### src/tsd_pkg.sv
// shared types, constants and helpers for the timestamp difference pipeline
package tsd_pkg;

    localparam int unsigned YEAR_W   = 14;
    localparam int unsigned YEAR_X_W = 15;
    localparam int unsigned DAYS_W   = 23;
    localparam int unsigned TOD_W    = 17;
    localparam int unsigned SECS_W   = 40;
    localparam int unsigned Q_W      = 8;
    localparam int unsigned PART_W   = 13;

    localparam logic [YEAR_X_W-1:0] YEAR_SHIFT    = 15'd400;
    localparam logic [3:0]          MONTH_JAN     = 4'd1;
    localparam logic [3:0]          MONTH_FEB     = 4'd2;
    localparam logic [3:0]          MONTH_DEC     = 4'd12;
    localparam logic [16:0]         SECS_PER_DAY  = 17'd86400;
    localparam logic [11:0]         SECS_PER_HOUR = 12'd3600;
    localparam logic [5:0]          SECS_PER_MIN  = 6'd60;
    localparam logic [8:0]          DAYS_PER_YEAR = 9'd365;
    localparam logic [15:0]         RECIP_25      = 16'd41944;
    localparam int unsigned         RECIP_SHIFT   = 20;

    localparam logic [8:0] CUM_DAYS [0:12] = '{
        9'd0, 9'd31, 9'd59, 9'd90, 9'd120, 9'd151, 9'd181,
        9'd212, 9'd243, 9'd273, 9'd304, 9'd334, 9'd365
    };

    // per-stage load enables shared by both converters
    typedef struct packed {
        logic ld1;
        logic ld2;
        logic ld3;
        logic ld4;
    } t_adv;

    // exact x / 25 for x below 6400
    function automatic logic [Q_W-1:0] div25(input logic [12:0] x);
        logic [28:0] prod;
        prod = 29'(x) * 29'(RECIP_25);
        return Q_W'(prod >> RECIP_SHIFT);
    endfunction

endpackage

### src/timestamp_seconds_difference_top.sv
// top level: two date-time converters, difference stage and pipeline flow control
//
// Takes a pair of calendar date-times on the input channel (i_valid / o_ready)
// and returns the signed second count from the first to the second on the
// output channel (o_valid / i_ready), one result per request, in order.
// The datapath is five register stages: year/month prep with reciprocal
// divides, day-count partial sums, total days, days times 86400, and the
// final subtraction held in the output register.
// When the output is not stalled, a request moves through the four converter
// stages and then the output register, where o_valid rises with its result.
// Throughput: one request per cycle while i_ready stays high; the rate is set
// by the five-stage pipeline, each stage holding one request.
// Each stage has its own valid bit and loads whenever it is empty or the stage
// after it moves, so bubbles close up while the receiver stalls; o_ready
// drops only when all five stages hold requests and i_ready is low.
// Reset (i_rst_n low, synchronous) clears all valid bits; data registers
// are not reset.
module timestamp_seconds_difference_top (
    input  logic                i_clk,
    input  logic                i_rst_n,
    input  logic                i_valid,
    output logic                o_ready,
    input  logic [13:0]         i_from_year,
    input  logic [3:0]          i_from_month,
    input  logic [4:0]          i_from_day,
    input  logic [4:0]          i_from_hour,
    input  logic [5:0]          i_from_minute,
    input  logic [5:0]          i_from_second,
    input  logic [13:0]         i_to_year,
    input  logic [3:0]          i_to_month,
    input  logic [4:0]          i_to_day,
    input  logic [4:0]          i_to_hour,
    input  logic [5:0]          i_to_minute,
    input  logic [5:0]          i_to_second,
    output logic                o_valid,
    input  logic                i_ready,
    output logic signed [39:0]  o_seconds_between
);

    logic [4:0]                 r_v;
    logic [4:0]                 w_ld;
    tsd_pkg::t_adv              w_adv;
    logic [tsd_pkg::SECS_W-1:0] w_secs_from, w_secs_to;
    logic signed [39:0]         r_out;

    // stage k loads when empty or when its contents move on
    always_comb begin
        w_ld[4] = !r_v[4] || i_ready;
        w_ld[3] = !r_v[3] || w_ld[4];
        w_ld[2] = !r_v[2] || w_ld[3];
        w_ld[1] = !r_v[1] || w_ld[2];
        w_ld[0] = !r_v[0] || w_ld[1];
    end

    assign w_adv.ld1 = w_ld[0];
    assign w_adv.ld2 = w_ld[1];
    assign w_adv.ld3 = w_ld[2];
    assign w_adv.ld4 = w_ld[3];

    always_ff @(posedge i_clk) begin
        if (!i_rst_n) begin
            r_v <= '0;
        end else begin
            if (w_ld[0]) r_v[0] <= i_valid;
            if (w_ld[1]) r_v[1] <= r_v[0];
            if (w_ld[2]) r_v[2] <= r_v[1];
            if (w_ld[3]) r_v[3] <= r_v[2];
            if (w_ld[4]) r_v[4] <= r_v[3];
        end
    end

    tsd_abs_sec u_from (
        .i_clk    (i_clk),
        .i_adv    (w_adv),
        .i_year   (i_from_year),
        .i_month  (i_from_month),
        .i_day    (i_from_day),
        .i_hour   (i_from_hour),
        .i_minute (i_from_minute),
        .i_second (i_from_second),
        .o_secs   (w_secs_from)
    );

    tsd_abs_sec u_to (
        .i_clk    (i_clk),
        .i_adv    (w_adv),
        .i_year   (i_to_year),
        .i_month  (i_to_month),
        .i_day    (i_to_day),
        .i_hour   (i_to_hour),
        .i_minute (i_to_minute),
        .i_second (i_to_second),
        .o_secs   (w_secs_to)
    );

    always_ff @(posedge i_clk) begin
        if (w_ld[4]) begin
            r_out <= signed'(w_secs_to - w_secs_from);
        end
    end

    assign o_ready           = w_ld[0];
    assign o_valid           = r_v[4];
    assign o_seconds_between = r_out;

`ifndef SYNTHESIS
    // an empty first stage always takes a request
    a_empty_takes: assert property (@(posedge i_clk) disable iff (!i_rst_n)
        !r_v[0] |-> o_ready)
        else $error("empty entry stage refused a request");

    // backpressure only when every stage is occupied
    a_full_stall: assert property (@(posedge i_clk) disable iff (!i_rst_n)
        !o_ready |-> ((&r_v) && !i_ready))
        else $error("input stalled with a free stage");

    // a request leaving the last converter stage reaches the output
    a_no_drop: assert property (@(posedge i_clk) disable iff (!i_rst_n)
        (r_v[3] && w_ld[4]) |=> o_valid)
        else $error("request lost before output register");
`endif

endmodule

### src/tsd_abs_sec.sv
// four-stage conversion of one calendar date-time to an absolute second count
module tsd_abs_sec (
    input  logic                         i_clk,
    input  tsd_pkg::t_adv                i_adv,
    input  logic [tsd_pkg::YEAR_W-1:0]   i_year,
    input  logic [3:0]                   i_month,
    input  logic [4:0]                   i_day,
    input  logic [4:0]                   i_hour,
    input  logic [5:0]                   i_minute,
    input  logic [5:0]                   i_second,
    output logic [tsd_pkg::SECS_W-1:0]   o_secs
);

    // stage 1: year shift, month clamp, reciprocal divides
    logic [tsd_pkg::YEAR_X_W-1:0] n_year, n_prev;
    logic [3:0]                   n_month;
    logic [tsd_pkg::YEAR_X_W-1:0] r_year, r_prev;
    logic [3:0]                   r_month;
    logic [4:0]                   r_day, r_hour;
    logic [5:0]                   r_minute, r_second;
    logic [tsd_pkg::Q_W-1:0]      r_q100p, r_q400p, r_q100y, r_q400y;

    assign n_year = tsd_pkg::YEAR_X_W'(i_year) + tsd_pkg::YEAR_SHIFT;
    assign n_prev = n_year - tsd_pkg::YEAR_X_W'(1);

    always_comb begin
        if (i_month < tsd_pkg::MONTH_JAN) begin
            n_month = tsd_pkg::MONTH_JAN;
        end else if (i_month > tsd_pkg::MONTH_DEC) begin
            n_month = tsd_pkg::MONTH_DEC;
        end else begin
            n_month = i_month;
        end
    end

    always_ff @(posedge i_clk) begin
        if (i_adv.ld1) begin
            r_year   <= n_year;
            r_prev   <= n_prev;
            r_month  <= n_month;
            r_day    <= i_day;
            r_hour   <= i_hour;
            r_minute <= i_minute;
            r_second <= i_second;
            r_q100p  <= tsd_pkg::div25(n_prev[14:2]);
            r_q400p  <= tsd_pkg::div25(13'(n_prev[14:4]));
            r_q100y  <= tsd_pkg::div25(n_year[14:2]);
            r_q400y  <= tsd_pkg::div25(13'(n_year[14:4]));
        end
    end

    // stage 2: year days, partial day sum, leap flag, time of day
    logic [tsd_pkg::DAYS_W-1:0] r_p365;
    logic [tsd_pkg::PART_W-1:0] r_part;
    logic                       r_leap;
    logic [tsd_pkg::TOD_W-1:0]  r_tod2;
    logic                       n_leap;

    always_comb begin
        n_leap = ((r_year[1:0] == 2'd0) &&
                  (r_year != tsd_pkg::YEAR_X_W'(r_q100y) * tsd_pkg::YEAR_X_W'(100))) ||
                 (r_year == tsd_pkg::YEAR_X_W'(r_q400y) * tsd_pkg::YEAR_X_W'(400));
    end

    always_ff @(posedge i_clk) begin
        if (i_adv.ld2) begin
            r_p365 <= tsd_pkg::DAYS_W'(r_prev) * tsd_pkg::DAYS_W'(tsd_pkg::DAYS_PER_YEAR);
            r_part <= tsd_pkg::PART_W'(r_prev[14:2])
                    + tsd_pkg::PART_W'(r_q400p)
                    + tsd_pkg::PART_W'(tsd_pkg::CUM_DAYS[r_month - 4'd1])
                    + tsd_pkg::PART_W'(r_day)
                    - tsd_pkg::PART_W'(r_q100p);
            r_leap <= n_leap && (r_month > tsd_pkg::MONTH_FEB);
            r_tod2 <= tsd_pkg::TOD_W'(r_hour) * tsd_pkg::TOD_W'(tsd_pkg::SECS_PER_HOUR)
                    + tsd_pkg::TOD_W'(r_minute) * tsd_pkg::TOD_W'(tsd_pkg::SECS_PER_MIN)
                    + tsd_pkg::TOD_W'(r_second);
        end
    end

    // stage 3: total day count
    logic [tsd_pkg::DAYS_W-1:0] r_days;
    logic [tsd_pkg::TOD_W-1:0]  r_tod3;

    always_ff @(posedge i_clk) begin
        if (i_adv.ld3) begin
            r_days <= r_p365 + tsd_pkg::DAYS_W'(r_part) + tsd_pkg::DAYS_W'(r_leap);
            r_tod3 <= r_tod2;
        end
    end

    // stage 4: days to seconds
    logic [tsd_pkg::SECS_W-1:0] r_secs;

    always_ff @(posedge i_clk) begin
        if (i_adv.ld4) begin
            r_secs <= tsd_pkg::SECS_W'(r_days) * tsd_pkg::SECS_W'(tsd_pkg::SECS_PER_DAY)
                    + tsd_pkg::SECS_W'(r_tod3);
        end
    end

    assign o_secs = r_secs;

endmodule
### config.mk
export PLATFORM = sky130hd
export DESIGN_NAME = timestamp_seconds_difference_top
export DESIGN_NICKNAME = d
export VERILOG_FILES = /design/src/tsd_pkg.sv /design/src/timestamp_seconds_difference_top.sv /design/src/tsd_abs_sec.sv
export SDC_FILE = /design/constraint.sdc
export NUM_CORES = 2
export LEC_CHECK = 0
export BUFFER_PORTS_ARGS = -buffer_cell sky130_fd_sc_hd__buf_2
export CAP_MARGIN = 5
export CELL_PAD_IN_SITES_DETAIL_PLACEMENT = 0
export CELL_PAD_IN_SITES_GLOBAL_PLACEMENT = 1
export CORE_MARGIN = 4
export CORE_UTILIZATION = 55
export DETAILED_ROUTE_END_ITERATION = 8
export GPL_TIMING_DRIVEN = 0
export PLACE_DENSITY = 0.84
export SYNTH_ARGS = -nofsm -noshare
export SYNTH_HDL_FRONTEND = slang
export SYNTH_HIERARCHICAL = 1
export SYNTH_SLANG_ARGS = --single-unit
### constraint.sdc
create_clock -name i_clk -period 16.15 [get_ports i_clk]
set_input_delay 0.8075 -clock i_clk [delete_from_list [all_inputs] [get_ports i_clk]]
set_output_delay 0.8075 -clock i_clk [all_outputs]
set_load 0.005 [all_outputs]
# After elaboration in Yosys (flattened, before gate mapping)
# Memories as Yosys holds them, arrays and structs flattened.
# Cells that the tools add are included.
# totals
memories	2
romBits	288
word_cells	131
output_inout_bits	42
ff_bits	485
# memory_table
memory	depth	word_bits	read_ports	rd_ports_with_merged_regs	wr	line_no	text
(name not given)	16	9	1	0	0	tsd_abs_sec.sv:70	+ tsd_pkg::PART_W'(tsd_pkg::CUM_DAYS[r_month - 4'd1])
(name not given)	16	9	1	0	0	tsd_abs_sec.sv:70	
# op_classes
mul	20
n_eq_ne	4
n_mux	6
order_cmp	8
bitwise	2
reduce_logical	20
addsub	25
# ops
op	count
$mul 13x13->25 const B	4
$mul 11x13->24 const B	4
$add 40x17->40	2
$mul 23x10->33 const B	2
$add 23x1->23	2
$add 23x13->23	2
$mul 15x9->23 const B	2
$sub 40x40->40	1
$mux 9	4
$add 17x12->17	2
$add 17x6->17	2
$add 14x9->15 const B	2
$eq 15x15->1	2
$ne 15x15->1	2
$sub 15x1->15 const B	2
$add 13x5->13	2
$add 13x7->13	2
$add 13x9->13	2
$mul 5x8->13 const B	2
$mul 8x5->13 const B	2
$sub 13x8->13	2
$mul 7x5->11 const B	2
$mul 6x4->10 const B	2
$ge 5x5->1 const B	2
11 further kinds	32

# Longest topological paths before layout
# logic_depth
word_depth	8
mapped_depth	31
depth_no_buf	31

# Modules after synthesis
# The synthesis kept the hierarchy.
# by_module_without_submodules
mod	seq_area_each_um2	cells_per_inst	area_per_inst_um2	instances
tsd_abs_sec (u_to)	6606.3	2877	30080.1	1
tsd_abs_sec (u_from)	6606.3	2830	29650.9	1
timestamp_seconds_difference_top	1301.2	403	3687.3	1

# Worst setup path after synthesis
# Ideal clock, no wire load.
# synth_path
path_kind	input port to flip-flop
startpoint	in i_from_year[4]
endpoint	reg u_from/r_q400p[6] (netlist name) (data pin)
required_ns	15.888
setup_slack_ns	7.774
path_stages	29
t_arrival_ns	8.114
path_cell_list	ha_1 > a21oi_1 > nor2b_1 > nor2b_1 > xnor2_1 > ha_1 > inv_1 > o211ai_1 > a31oi_1 > xnor2_1 > inv_1 > fa_1 > inv_1 > fa_1 > inv_1 > fa_1 > inv_1 > fa_1 > fa_1 > ha_1 > a2111o_1 > nor3_1 > o21ai_0 > and3_1 > o31ai_1 > a21boi_0 > o21a_1 > a21boi_0 > xnor2_1
# synth_between
elab_chain_cells	3
# synth_lines
item	line_no	text
from (decl)	timestamp_seconds_difference_top.sv:23	input logic [13:0] i_from_year,
$add 14x9->15	tsd_abs_sec.sv:23	assign n_year = tsd_pkg::YEAR_X_W'(i_year) + tsd_pkg::YEAR_SHIFT;
$sub 15x1->15	tsd_abs_sec.sv:24	assign n_prev = n_year - tsd_pkg::YEAR_X_W'(1);
via u_from.n_prev, one bit	tsd_abs_sec.sv:15	logic [tsd_pkg::YEAR_X_W-1:0] n_year, n_prev;
$mul 11x13->24	tsd_pkg.sv:39	prod = 29'(x) * 29'(RECIP_25);
to (signal assigned)	tsd_abs_sec.sv:46	r_q400p <= tsd_pkg::div25(13'(n_prev[14:4]));
to (decl)	tsd_abs_sec.sv:21	logic [tsd_pkg::Q_W-1:0] r_q100p, r_q400p, r_q100y, r_q400y;
# The timed path passes the listed nets, and every way through them passes these cells.
# A chain may end at the register's enable or synchronous reset.

# Worst setup path in the final report
# layout_path
startpoint	in i_from_year[4]
endpoint	reg u_from/r_q400p[6] (netlist name) (data pin)
# layout_between
elab_chain_cells	3
# layout_lines
item	line_no
$add 14x9->15	tsd_abs_sec.sv:23
via u_from.n_year, one bit	tsd_abs_sec.sv:15
$sub 15x1->15	tsd_abs_sec.sv:24
via u_from.n_prev, one bit	tsd_abs_sec.sv:15
$mul 11x13->24	tsd_pkg.sv:39
# The timed path passes the listed nets, and every way through them passes these cells.

==> run metrics <==
fin crit period roughly 9.4 ns; total number of vias 40,710; total clock sinks around 490; commonest cells after routing, fill and taps aside 1,587 x inv_1, 1,295 x ha_1, 645 x fa_1; Hold Fails Final Rpt 0; largest net degree at the start of global routing 78; Worst Tran Pin Value 1.364 ns; peak per-stage delay on the critical path 0.84 ns; Slew headroom 8.746%; Net Count, Synth 8,134; MaxCap Viol Count 0; met1 Use GR 28.57%; Die W 347.6 um; met2 global-route usage 37.20%; clock buffer depth 3; Worst EP required ~17 ns; register bit total from synthesis roughly 490; DRC viols 0; Row Count 124; min-delay worst type input pin to flop; Hold Path End u_to/r_minute[0]; Register-to-Register Path Depth 20; antenna-violating nets left 0; most used routing layer met2; fin util just under 60%; count of cell types in the netlist 106; asr flop ratio synth 0%; DR vias/cell ~5.2; DP HPWL between 100 and 150 mm; Final nets between 8,000 and 9,000; Post-Synthesis Cells 6,110; EDFF count, synth 480; WL final approximately 120 mm; min-delay src i_to_minute[0]; RSZ-0062 raised after global routing false; Synth Flop Type edfxtp_1; CP top delay family adder cells; post-synthesis cell area 63,420 um^2; TNS Setup 0 ns; crit path kind input pin to flop; Synth-to-Final Area Change 7.276%; Core Area 114,300 um^2; share of layout cells above drive strength 1 5.076%; Fmax 0.1063 GHz; Clk pin slew, worst setup/hold paths 0.07 ns; Initial DRC Count 1,551; # setup viols final 0; worst-path fanout max 9; hold path depth 1; reg2reg start u_from/r_days[1]; outcome finished, final reports clean; Max Slew Vio Count 0; Seq/Total Area, Yosys 22.89%; Syn Area/Cell 10.38 um^2; first-pass GRT wire length 210.7 mm; CTS tree built; crit path DAT 9.83 ns; Clock Latency Late Sink 0.69 ns; Final Cycle Share 58.24%; CP max stage cell xnor2_1; IO Pins between 100 and 150; critical path endpoint category flop; I/O Buffers 125; H-Tree Level Count 2; CTS Hold Bufs 0; Die Ht 347.6 um; Tot GR Track Use 21.18%; worst r2r dst u_from/o_secs[36]; setup repair bufs after CTS 0; CTS resizes 0; vias in the first global route 42,620; die area 120,800 um^2; Avg WL per Cell 15.80 um; TritonCTS buffer count 54; clk_skew 0.06363 ns; gr ovfl total 0; most common cell after layout, fill and taps aside inv_1; CP bufs+invs 7; Setup crit start kind input pin; YS warnings 6; Starting Density 55.46%; DR pass1 iterations 5; GPL Wtd Cong 0.8849; Clk Tree Root Cell clkbuf_16; initial antenna violation count 9; flop-to-flop setup slack 9.90 ns; met3 Track Usage GR under 10%
per-layer routing:
layer | wire length, um | share of wire (%) | up-vias
met3 | 4183 | 3.4 | 135
met5 | 54 | 0.043 | -
met4 | 2111 | 1.7 | 8
li1 | - | - | 20410
met2 | 61140 | 49 | 497
met1 | 56660 | 46 | 19650
how the worst max path moves through the flow:
stage / from / to / slack (ns) / cells after the start
2_1_floorplan: i_from_year[4] / u_from/r_q400p[6] / 7.77 / 29
3_3_place_gp: i_ready / u_from/r_hour[0] / 5.59 / 4
3_5_place_dp: i_from_year[4] / u_from/r_q400p[6] / 6.06 / 29
4_1_cts: i_from_year[5] / u_from/r_q400p[6] / 6.81 / 29
5_1_grt: i_from_year[4] / u_from/r_q400p[6] / 6.20 / 30
6_report: i_from_year[4] / u_from/r_q400p[6] / 6.74 / 30
cell usage after synthesis (all sizes together), types with 42 or more instances:
library cell / n / area [um^2]
xnor2: 375 / 3307
o21a: 42 / 315.3
o21ai: 143 / 727.0
a21oi: 230 / 1166
nand2b: 46 / 287.8
nor3: 74 / 380.4
xor2: 119 / 1057
nor2b: 48 / 300.3
fa: 645 / 12910
nand3: 80 / 415.4
edfxtp: 480 / 14410
a21o: 123 / 927.1
inv: 1590 / 5968
nor2: 203 / 769.5
nand2: 148 / 563.0
ha: 1295 / 16200
flip-flops by register name (all words and copies together) (netlist names), 8 cells and up:
signal             cells
o_seconds_between     40
u_from/o_secs         40
u_from/r_days         23
u_from/r_p365         23
u_from/r_part         13
u_from/r_prev         15
u_from/r_q100p         8
u_from/r_q100y         8
u_from/r_tod2         17
u_from/r_tod3         17
u_from/r_year         15
u_to/o_secs           40
u_to/r_days           23
u_to/r_p365           23
u_to/r_part           13
u_to/r_prev           15
u_to/r_q100p           8
u_to/r_q100y           8
u_to/r_tod2           17
u_to/r_tod3           17
u_to/r_year           15
through the flow:
stage                     instances  setup slack [ns]  hold slack (ns)  area (um^2)
after floorplan                6110             7.774           0.4003        63420
after global placement         7747             5.590           0.4017        65940
final                          7857             6.745           0.2895        68030
after detailed placement       7756             6.061           0.4045        66180
after global routing           7855             6.198           0.2451        68030
after CTS                      7853             6.814           0.2283        67990
worst register-to-register path: stages, from the launching register on:
cell	delay, ns
edfxtp_1	0.50
ha_1	0.34
inv_1	0.11
fa_1	0.45
fa_1	0.51
inv_1	0.04
ha_1	0.26
inv_1	0.05
fa_1	0.49
inv_1	0.04
ha_1	0.39
a21o_1	0.18
a31o_2	0.19
a31oi_4	0.06
a2111oi_0	0.63
o31ai_1	0.24
nor3_1	0.39
nand4_1	0.24
or4_4	0.61
nor2_2	0.11
xnor2_1	0.12
kinds of logic (layout without fill, tap and decap cells):
kind of cell / after synthesis / count (layout) / share of synthesized area (%)
compound gates: 806 / 806 / 8.563
xor+xnor: 494 / 494 / 6.882
fa+ha+maj: 1940 / 1940 / 45.91
buf+inv: 1624 / 1857 / 9.663
flops: 485 / 485 / 22.89
mux: 7 / 7 / 0.1125
other cells: 0 / 2 / 0
simple gates: 754 / 754 / 5.984
cell type report:
type                       count  area [um^2]
fill                        9702        46310
multi-input combinational   4001        42840
sequential                   485        14510
inverter                    1592         5978
tap                         1512         1892
clock buffer                  57         1363
timing repair buffer         136        835.8
clock inverter                40        451.7
buffer                        32        152.6
antenna                        2        5.005
Power is left out: the tool's default activity adds up to more than one toggle a clock period on the data nets, which glitch-free logic cannot reach.
